## config.mk

```make
export PLATFORM = sky130hd
export DESIGN_NAME = ajb_front
export DESIGN_NICKNAME = d
export VERILOG_FILES = /design/src/hw/rtl/ajb_pkg.sv /design/src/hw/rtl/ajb_front.sv
export SDC_FILE = /design/constraint.sdc
export NUM_CORES = 1
export LEC_CHECK = 0
export BUFFER_PORTS_ARGS = -buffer_cell sky130_fd_sc_hd__buf_2
export CAP_MARGIN = 5
export CELL_PAD_IN_SITES_DETAIL_PLACEMENT = 1
export CELL_PAD_IN_SITES_GLOBAL_PLACEMENT = 2
export CORE_ASPECT_RATIO = 1.75
export CORE_MARGIN = 1.5
export CORE_UTILIZATION = 28
export CTS_BUF_LIST = sky130_fd_sc_hd__clkbuf_8 sky130_fd_sc_hd__clkbuf_16
export CTS_CLUSTER_SIZE = 16
export DETAILED_ROUTE_END_ITERATION = 10
export GPL_TIMING_DRIVEN = 1
export PLACE_DENSITY_LB_ADDON = 0.1
export SLEW_MARGIN = 40
export SYNTH_ARGS = -nofsm -noshare
export SYNTH_HDL_FRONTEND = slang
export SYNTH_SLANG_ARGS = --single-unit
```

## constraint.sdc

```tcl
create_clock -name clk -period 2.68 [get_ports clk]
set_clock_uncertainty 0.1 [all_clocks]
set_input_delay 0.402 -clock clk [delete_from_list [all_inputs] [get_ports clk]]
set_output_delay 0.402 -clock clk [all_outputs]
set_load 0.03 [all_outputs]
```

## src/hw/rtl/ajb_pkg.sv

```systemverilog
// Shared types, constants and helper functions for the audio jitter buffer.
`default_nettype none
package ajb_pkg;
    localparam int JITTER_SLOTS    = 16;
    localparam int SLOT_BITS       = $clog2(JITTER_SLOTS);
    localparam int MAX_BLOCK_WORDS = 256;
    localparam int WORD_BITS       = $clog2(MAX_BLOCK_WORDS);
    localparam int STORE_DEPTH     = JITTER_SLOTS * MAX_BLOCK_WORDS;
    localparam int BW_BITS         = 13;

    localparam logic [2:0] CMD_RX_HDR      = 3'd0;
    localparam logic [2:0] CMD_RX_SAMPLE   = 3'd1;
    localparam logic [2:0] CMD_PULL_START  = 3'd2;
    localparam logic [2:0] CMD_PULL_SAMPLE = 3'd3;
    localparam logic [2:0] CMD_TICK        = 3'd4;

    localparam logic [1:0] ST_OK       = 2'd0;
    localparam logic [1:0] ST_UNDERRUN = 2'd1;
    localparam logic [1:0] ST_DOWN     = 2'd2;

    localparam logic [1:0] SRC_SLOT   = 2'd0;
    localparam logic [1:0] SRC_LAST   = 2'd1;
    localparam logic [1:0] SRC_SILENT = 2'd2;

    localparam logic [2:0] REG_LINK_ENABLE   = 3'd0;
    localparam logic [2:0] REG_BLOCK_FRAMES  = 3'd1;
    localparam logic [2:0] REG_CHANNEL_COUNT = 3'd2;
    localparam logic [2:0] REG_MAGIC_WORD    = 3'd3;
    localparam logic [2:0] REG_VERSION_WORD  = 3'd4;
    localparam logic [2:0] REG_LINK_DOWN_MS  = 3'd5;

    typedef struct packed {
        logic [2:0]  command;
        logic [31:0] seq;
        logic [31:0] magic;
        logic [15:0] version;
        logic [15:0] frames;
        logic [15:0] channels;
        logic        length_ok;
        logic [31:0] sample;
        logic [7:0]  word_index;
    } in_t;

    typedef struct packed {
        logic        is_sample;
        logic [1:0]  status;
        logic [31:0] sample_out;
        logic        link_down;
        logic [31:0] underrun_count;
        logic [31:0] bad_packet_count;
        logic [31:0] received_count;
    } out_t;

    typedef struct packed {
        logic        link_enable;
        logic [8:0]  block_frames;
        logic [3:0]  channel_count;
        logic [31:0] magic_word;
        logic [15:0] version_word;
        logic [15:0] link_down_ms;
    } cfg_t;

    typedef enum logic [2:0] {
        OP_HDR_GOOD,
        OP_HDR_BAD,
        OP_RX_WORD,
        OP_PULL,
        OP_PULL_WORD,
        OP_TICK
    } op_t;

    typedef struct packed {
        op_t         op;
        logic [31:0] seq;
        logic [31:0] sample;
        logic [7:0]  word_index;
    } qent_t;

    typedef struct packed {
        logic copy_active;
        logic usable;
        logic pop;
    } back_status_t;

    function automatic logic [BW_BITS-1:0] block_words(input cfg_t c);
        block_words = BW_BITS'({4'd0, c.block_frames} * {9'd0, c.channel_count});
    endfunction

    function automatic logic link_usable(input cfg_t c);
        link_usable = c.link_enable && (c.block_frames != 9'd0) &&
                      (c.channel_count != 4'd0) && (c.channel_count <= 4'd8) &&
                      (block_words(c) <= BW_BITS'(MAX_BLOCK_WORDS));
    endfunction
endpackage
`default_nettype wire

```

## src/hw/rtl/ajb_front.sv

```systemverilog
// Front end: accepts input beats, classifies them and queues the work.
`default_nettype none
module ajb_front
    import ajb_pkg::*;
(
    input  wire logic  clk,
    input  wire logic  rst_n,
    input  wire logic  in_valid,
    output logic       in_stall,
    input  wire in_t   in_data,
    input  wire cfg_t  cfg,
    input  wire logic  pop,
    output logic       q_valid,
    output qent_t      q_data
);
    qent_t      ent_reg [2];
    logic       wr_ptr_reg, wr_ptr_next;
    logic       rd_ptr_reg, rd_ptr_next;
    logic [1:0] count_reg, count_next;
    logic       keep;
    logic       push;
    qent_t      ent;
    logic       use_link;
    logic       hdr_match;

    always_comb
    begin
        use_link  = link_usable(cfg);
        hdr_match = in_data.length_ok && (in_data.magic == cfg.magic_word) &&
                    (in_data.version == cfg.version_word) &&
                    (in_data.frames == {7'd0, cfg.block_frames}) &&
                    (in_data.channels == {12'd0, cfg.channel_count});
        ent.seq        = in_data.seq;
        ent.sample     = in_data.sample;
        ent.word_index = in_data.word_index;
        ent.op         = OP_TICK;
        keep           = 1'b0;
        unique case (in_data.command)
            CMD_RX_HDR:
            begin
                keep   = use_link;
                ent.op = hdr_match ? OP_HDR_GOOD : OP_HDR_BAD;
            end
            CMD_RX_SAMPLE:
            begin
                // Words past the end of the block are dropped here.
                keep   = use_link && ({5'd0, in_data.word_index} < block_words(cfg));
                ent.op = OP_RX_WORD;
            end
            CMD_PULL_START:
            begin
                keep   = 1'b1;
                ent.op = OP_PULL;
            end
            CMD_PULL_SAMPLE:
            begin
                keep   = 1'b1;
                ent.op = OP_PULL_WORD;
            end
            CMD_TICK:
            begin
                keep   = use_link;
                ent.op = OP_TICK;
            end
            default:
            begin
                keep = 1'b0;
            end
        endcase
    end

    assign in_stall = (count_reg == 2'd2);
    assign push     = in_valid && !in_stall && keep;
    assign q_valid  = (count_reg != 2'd0);
    assign q_data   = ent_reg[rd_ptr_reg];

    always_comb
    begin
        wr_ptr_next = push ? !wr_ptr_reg : wr_ptr_reg;
        rd_ptr_next = pop ? !rd_ptr_reg : rd_ptr_reg;
        count_next  = count_reg + {1'b0, push} - {1'b0, pop};
    end

    always_ff @(posedge clk)
    begin
        if (push)
        begin
            ent_reg[wr_ptr_reg] <= ent;
        end
    end

    always_ff @(posedge clk or negedge rst_n)
    begin
        if (!rst_n)
        begin
            wr_ptr_reg <= 1'b0;
            rd_ptr_reg <= 1'b0;
            count_reg  <= 2'd0;
        end
        else
        begin
            wr_ptr_reg <= wr_ptr_next;
            rd_ptr_reg <= rd_ptr_next;
            count_reg  <= count_next;
        end
    end
endmodule
`default_nettype wire

```

==> results of run 1 <==
==> repair_timing <==
action	in CTS	in global routing
setup endpoints to repair	153	153
hold endpoints to repair	4	0
pin swaps	21	8
setup buffers	11	3
hold buffers	1	0
gates resized for setup	52	26
cloned	5	5
==> cells by family after synthesis <==
kind of cell / after synthesis
buffers and inverters: 54
AOI/OAI and AO/OA: 60
DFF: 154
adders and majority gates: 40
xor gates and xnor gates: 54
and+or+nand+nor: 95
muxes: 76
==> how the worst max path moves through the flow <==
stage	slack [ns]	endpoint	depth (start not counted)	start
floorplan	-1.88	ent_reg[0][0]$_DFFE_PP_	13	cfg[66]
global placement	-2.00	count_reg[1]$_DFF_PN0_	21	cfg[65]
detailed placement	-2.14	count_reg[1]$_DFF_PN0_	21	cfg[67]
CTS	-1.48	ent_reg[1][35]$_DFFE_PP_	19	cfg[67]
global route	-1.65	ent_reg[0][57]$_DFFE_PP_	19	cfg[67]
finish	-1.48	ent_reg[0][48]$_DFFE_PP_	17	cfg[66]
==> cell type report <==
class	instances	area, µm²	share of cell area
Clock buffer	18	439.2	0.03799
Clock inverter	14	219.0	0.01894
Inverter	41	153.9	0.01331
Antenna cell	3	7.507	0.0006494
Tap cell	369	461.7	0.03994
Timing Repair Buffer	384	2530	0.2189
Multi-Input combinational cell	325	3141	0.2717
Sequential cell	154	4608	0.3986
==> metal layers <==
layer	track usage	wire length (µm)	vias up
met5	0	12	-
li1	-	-	2794
met3	0.03516	1141	34
met2	0.3434	14220	203
met1	0.1415	7460	2889
met4	0.06669	668	2
==> cells in the mapped netlist, types with 2 or more instances <==
| library cell | instances |
|---|---|
| and2_1 | 14 |
| nand2_1 | 22 |
| o211a_1 | 2 |
| o21ai_0 | 8 |
| o2111a_1 | 2 |
| nor4_1 | 17 |
| o31ai_1 | 2 |
| nor3_1 | 4 |
| ha_1 | 26 |
| o22ai_1 | 10 |
| xnor2_1 | 17 |
| o32ai_1 | 2 |
| dfrtp_1 | 4 |
| nor2_1 | 10 |
| edfxtp_1 | 150 |
| o21a_1 | 3 |
| or3_1 | 4 |
| nand4_1 | 5 |
| buf_1 | 3 |
| xor2_1 | 37 |
| nand3_1 | 5 |
| a21oi_1 | 8 |
| a211oi_1 | 3 |
| a22o_1 | 4 |
| a21o_1 | 2 |
| mux2_2 | 75 |
| a221o_1 | 2 |
| and4_1 | 3 |
| a31oi_1 | 2 |
| fa_1 | 14 |
| inv_1 | 41 |
| nor2b_1 | 4 |
| clkbuf_1 | 10 |
| and3_1 | 2 |
==> power by group through the flow <==
stage | sequential (mW) | combinational [mW] | clock, mW
after floorplan | 2.98 | 2.16 | 0
after global placement | 3.06 | 3.16 | 0
after detailed placement | 3.08 | 3.22 | 0
after CTS | 3.04 | 3.43 | 2.69
after global routing | 3.06 | 3.72 | 2.77
final | 3.03 | 3.50 | 2.63
==> impl_metrics.yaml, run 1 <==
detailed_routing:
  drcViolationCount: 0
  first_iter_violations: 146
  wl_um: 23500
  dr.pass1.iters: 4
  vias: 5922
  antenna_left: 0
  post_drt_wl_per_cell_um: 17.97
  vias_per_cell: 4.528
status:
  status: "finished with violations"
  violations: "negative setup slack"
setup_path:
  startpoint_type: "primary input"
  critPathTopFamily: "adder cells"
  r2r_end: "count_reg[1]$_DFF_PN0_"
  crit_top_cell: "buf_6"
  critical_path_class: "in -> reg"
  slowest_stage: "fa_1"
  crit-reg2reg-launch: "count_reg[1]$_DFF_PN0_"
  critPathMaxStageDelay_ns: 0.53
  ff2ff_path_depth: 9
  end_kind: "flip-flop"
  cp.arrival_ns: 4.18
  path_max_fanout: 24
  r2r_slack_ns: 0.70
  path_cells: "buf_8 > buf_6 > and2_4 > fa_1 > inv_1 > fa_1 > inv_1 > ha_2 > or3_4 > o221a_1 > or3_1 > a211o_1 > nor3_4 > buf_6 > buf_6 > o211a_4 > buf_12"
  crit_buf_inv: 7
  required_ns: 2.70
power:
  p_int_mw: 6.114
  max-vdd-ir-drop_uv: 362.3
  netSwitchingPower_mw: 3.037
  powerDensity_nw_per_um2: 791.6
  pwr-share-comb: 0.382
  power_leakage_nw: 4.820
  power_mw: 9.151
  seq_power_share: 0.331
  swShare: 0.3319
  clkPwrFrac: 0.287
cts:
  h-tree-depth: 4
  clk_path_buf_depth: 2
  clk_pin_slew_worst_paths_ns: 0.06
  numClockSinks: 154
  cts_tree: "yes"
  clock_latency_ns: 0.42
  root_buffer: "clkbuf_16"
  cts_buffers: 17
synthesis:
  muxShareOfSynthArea: 0.1111
  synth-simple-area-share: 0.06735
  netlist_area_um2: 7691
  synthXorXnorAreaFrac: 0.06149
  synth_compound_area_frac: 0.05629
  syn_area_per_cell_um2: 14.43
  yosys-top-cells-area: "edfxtp_1, mux2_2, ha_1, xor2_1, fa_1"
  synth_edf_count: 150
  synth_top_family_by_area: "multiplexers"
  synth_top_area_frac: 0.5857
  yosys.area.top_type: "edfxtp_1"
  synthArstFlopShare: 0.02597
  synth_seq_cells: 154
  ys_seq_area_frac: 0.5987
  synth_nets: 811
  yosysWarningCount: 0
  synth_cell_types: 50
  syn-instance-count: 533
  synthAdderAreaFrac: 0.07874
  synth_ff_type: "edfxtp_1"
placed_design:
  place.gp.congestion: 0.8188
  io_buffers: 298
  place_area_um2: 10260
  dp.cells: 1248
  dpl_worst_slack_ns: -2.139
  post-dp-hpwl_um: 18540
grt:
  grt_max_degree: 26
  antenna_found_initial: 4
  grt_pass1_vias: 6766
  grt_overflow: 0
  grt_pass1_wl_um: 34820
  gr-usage-all-layers: 0.1637
finish:
  drive_above_1_share: 0.5748
  nets: 1201
  finish.utilization: 0.4262
  final_area_um2: 11560
  most-common-layout-cells: "buf_2, edfxtp_1, mux2_2, buf_4, xor2_1"
  final_common_cell: "buf_2"
  largest_reg_flops: 150
  area_delta_synth_final_pct: 50.30
  fillers: 2892
  final_cell_count_no_fill: 1308
timing:
  slew_viol_final: 0
  rsz0062_at_grt: "true"
  clock.fmax_mhz: 240.6
  min_period_ns: 4.156
  fin_ws_ns: -1.476
  worstMarginPinSlew_ns: 0.4355
  final_hold_viol_count: 0
  setup_tns_ns: -221.89
  relSlewSlack: 0.7070
  worst_hold_slack_ns: 0.06306
  setup_viol: 153
  period_share: 1.551
flow_run:
  drv_cap: 0
floorplanning:
  die-height_um: 222.2
  die_w_um: 128.3
  die-area_um2: 28510
  floorplan.rows: 80
  initial_core_util: 0.2835
  coreArea_um2: 27130
  num_io_pins: 315
worst_hold_path:
  hold_path.class: "in -> reg"
  min_path_cells: 1
  worstHoldEndpoint: "ent_reg[1][67]$_DFFE_PP_"
  hold_path_startpoint: "in_data[148]"
Power figures use the tool's default switching activity.
==> inputs of run 2 (changes only) <==
--- a/config.mk
+++ b/config.mk
@@ -10,7 +10,7 @@
 export CELL_PAD_IN_SITES_DETAIL_PLACEMENT = 1
 export CELL_PAD_IN_SITES_GLOBAL_PLACEMENT = 2
 export CORE_ASPECT_RATIO = 1.75
-export CORE_MARGIN = 1.5
+export CORE_MARGIN = 2
 export CORE_UTILIZATION = 28
 export CTS_BUF_LIST = sky130_fd_sc_hd__clkbuf_8 sky130_fd_sc_hd__clkbuf_16
 export CTS_CLUSTER_SIZE = 16
==> constraint.sdc (replaced) <==
create_clock -name clk -period 2.68 [get_ports clk]
set_clock_uncertainty 0.1 [all_clocks]
set_input_delay 0.804 -clock clk [delete_from_list [all_inputs] [get_ports clk]]
set_output_delay 0.804 -clock clk [all_outputs]
set_load 0.03 [all_outputs]
==> run 2 against run 1 <==
Largest power group unchanged. The flow still finishes with violations (negative setup slack). Largest cell class unchanged. First-iteration DRC count is 32% higher. Combinational power is 7.4% higher. Global-route usage up 0.87 points. Core utilization up 0.90 points. Sequential share of layout area fell by 0.82 points. Sequential power is essentially flat. Flip-flop and latch count is the same. Critical path depth increased by 2. Clock power decreased by 3%. Fmax decreased by 9.7%. Cell count increased by 1.5%. Critical path type unchanged. Clock-buffer cell count is 1 lower.
==> impl_metrics.yaml, run 2 (synthesis results as in run 1) <==
status:
  status: "finished with violations"
  violations: "negative setup slack"
detailed_routing:
  antenna_left: 0
  first_iter_violations: 193
  drcViolationCount: 0
  wl_um: 25260
  vias_per_cell: 4.567
  vias: 6061
  post_drt_wl_per_cell_um: 19.03
  dr.pass1.iters: 4
power:
  pwr-share-comb: 0.404
  swShare: 0.3311
  clkPwrFrac: 0.274
  powerDensity_nw_per_um2: 788.5
  power_leakage_nw: 4.934
  seq_power_share: 0.322
  p_int_mw: 6.225
  power_mw: 9.307
  max-vdd-ir-drop_uv: 495.7
  netSwitchingPower_mw: 3.082
setup_path:
  ff2ff_path_depth: 7
  cp.arrival_ns: 4.65
  path_max_fanout: 8
  critical_path_class: "in -> reg"
  end_kind: "flip-flop"
  startpoint_type: "primary input"
  required_ns: 2.72
cts:
  root_buffer: "clkbuf_16"
  ctsHoldBuffers: 0
  numClockSinks: 154
  clk_pin_slew_worst_paths_ns: 0.06
  cts_tree: "yes"
  clk_path_buf_depth: 2
  cts_buffers: 17
  h-tree-depth: 4
  clock_latency_ns: 0.43
placed_design:
  io_buffers: 298
  place.gp.congestion: 0.7930
  post-dp-hpwl_um: 19630
  place_area_um2: 10400
  dpl_worst_slack_ns: -2.561
grt:
  gr-usage-all-layers: 0.1724
  grt_overflow: 0
  grt_pass1_wl_um: 37000
  grt_max_degree: 21
  grt_pass1_vias: 6833
  antenna_found_initial: 7
finish:
  final_area_um2: 11800
  most-common-layout-cells: "buf_2, edfxtp_1, mux2_2, buf_4"
  nets: 1220
  final_common_cell: "buf_2"
  largest_reg_flops: 150
  area_delta_synth_final_pct: 53.47
  drive_above_1_share: 0.5749
floorplanning:
  die-height_um: 223.2
  die-area_um2: 28860
  floorplan.rows: 80
  coreArea_um2: 27130
  die_w_um: 129.3
  num_io_pins: 315
  initial_core_util: 0.2835
timing:
  slew_viol_final: 0
  clock.fmax_mhz: 217.1
  rsz0062_at_grt: "true"
  min_period_ns: 4.605
  period_share: 1.718
  relSlewSlack: 0.7157
  final_hold_viol_count: 0
  setup_tns_ns: -282.61
  worstMarginPinSlew_ns: 0.4157
  setup_viol: 153
  fin_ws_ns: -1.925
flow_run:
  drv_cap: 0
worst_hold_path:
  hold_path.class: "in -> async"
run 2: power groups by stage:
stage	sequential (mW)	combinational [mW]	clock (mW)
after detailed placement	3.09	3.34	0
after global routing	3.02	4.01	2.69
after CTS	2.99	3.64	2.63
after floorplan	2.98	2.16	0
final	3.00	3.76	2.55
after global placement	3.07	3.28	0
run 2: final cells by class:
type	count	area (µm²)
Fill cell	2908	15320
Sequential cell	154	4608
Multi-Input combinational cell	325	3107
Timing Repair Buffer	403	2835
Tap cell	369	461.7
Clock buffer	17	425.4
Clock inverter	15	205.2
Inverter	41	153.9
Antenna cell	3	7.507
run 2: metal layers:
layer  GRT usage  vias to the layer above  routed length, µm  part of all wire
met5           0                        -                 59            0.0023
met4     0.05785                        8                486             0.019
met3     0.04221                       29               1339             0.053
met2      0.3537                      185              15160              0.60
met1      0.1567                     3007               8214              0.33
li1            -                     2832                  -                 -
run 2: path summary, 6_finish.rpt:
check / startpoint / endpoint / slack, ns
max: cfg[67] / ent_reg[1][30]$_DFFE_PP_ / -1.93
min: rst_n / rd_ptr_reg$_DFFE_PN0P_ / 0.07
max reg2reg: count_reg[1]$_DFF_PN0_ / ent_reg[1][30]$_DFFE_PP_ / 0.75
min reg2reg: count_reg[1]$_DFF_PN0_ / count_reg[1]$_DFF_PN0_ / 0.39
max in group asynchronous: rst_n / rd_ptr_reg$_DFFE_PN0P_ / 2.27
min in group clk: count_reg[1]$_DFF_PN0_ / count_reg[1]$_DFF_PN0_ / 0.39
run 2: timing repair:
item | in CTS | in global routing
pin swaps | 14 | 19
endpoints found under the setup margin | 209 | 163
resized for setup | 43 | 31
gates cloned | 6 | 10
buffers inserted | 15 | 9
run 2: worst max-delay path: stages:
cell and delay [ns]:
buf_12 0.11, nand2_4 0.05, fa_1 0.52, inv_1 0.05, fa_1 0.52, ha_4 0.23, a21oi_2 0.14, o22ai_2 0.12
o32ai_2 0.32, ha_1 0.29, nor2b_1 0.13, o21ai_1 0.13, o2111a_1 0.23, mux2i_2 0.10, nor3_4 0.16, buf_6 0.14
o211a_4 0.24, buf_12 0.17, clkbuf_16 0.17
run 2: stage by stage:
stage	instances	hold slack, ns	utilization
6_report	1327	0.06888	0.4351
5_1_grt	1326	0.05386	0.4351
4_1_cts	1312	0.04208	0.4226
3_5_place_dp	1260	0.3885	0.3834
3_3_place_gp	1260	0.3785	0.3834
2_1_floorplan	533	0.3519	-
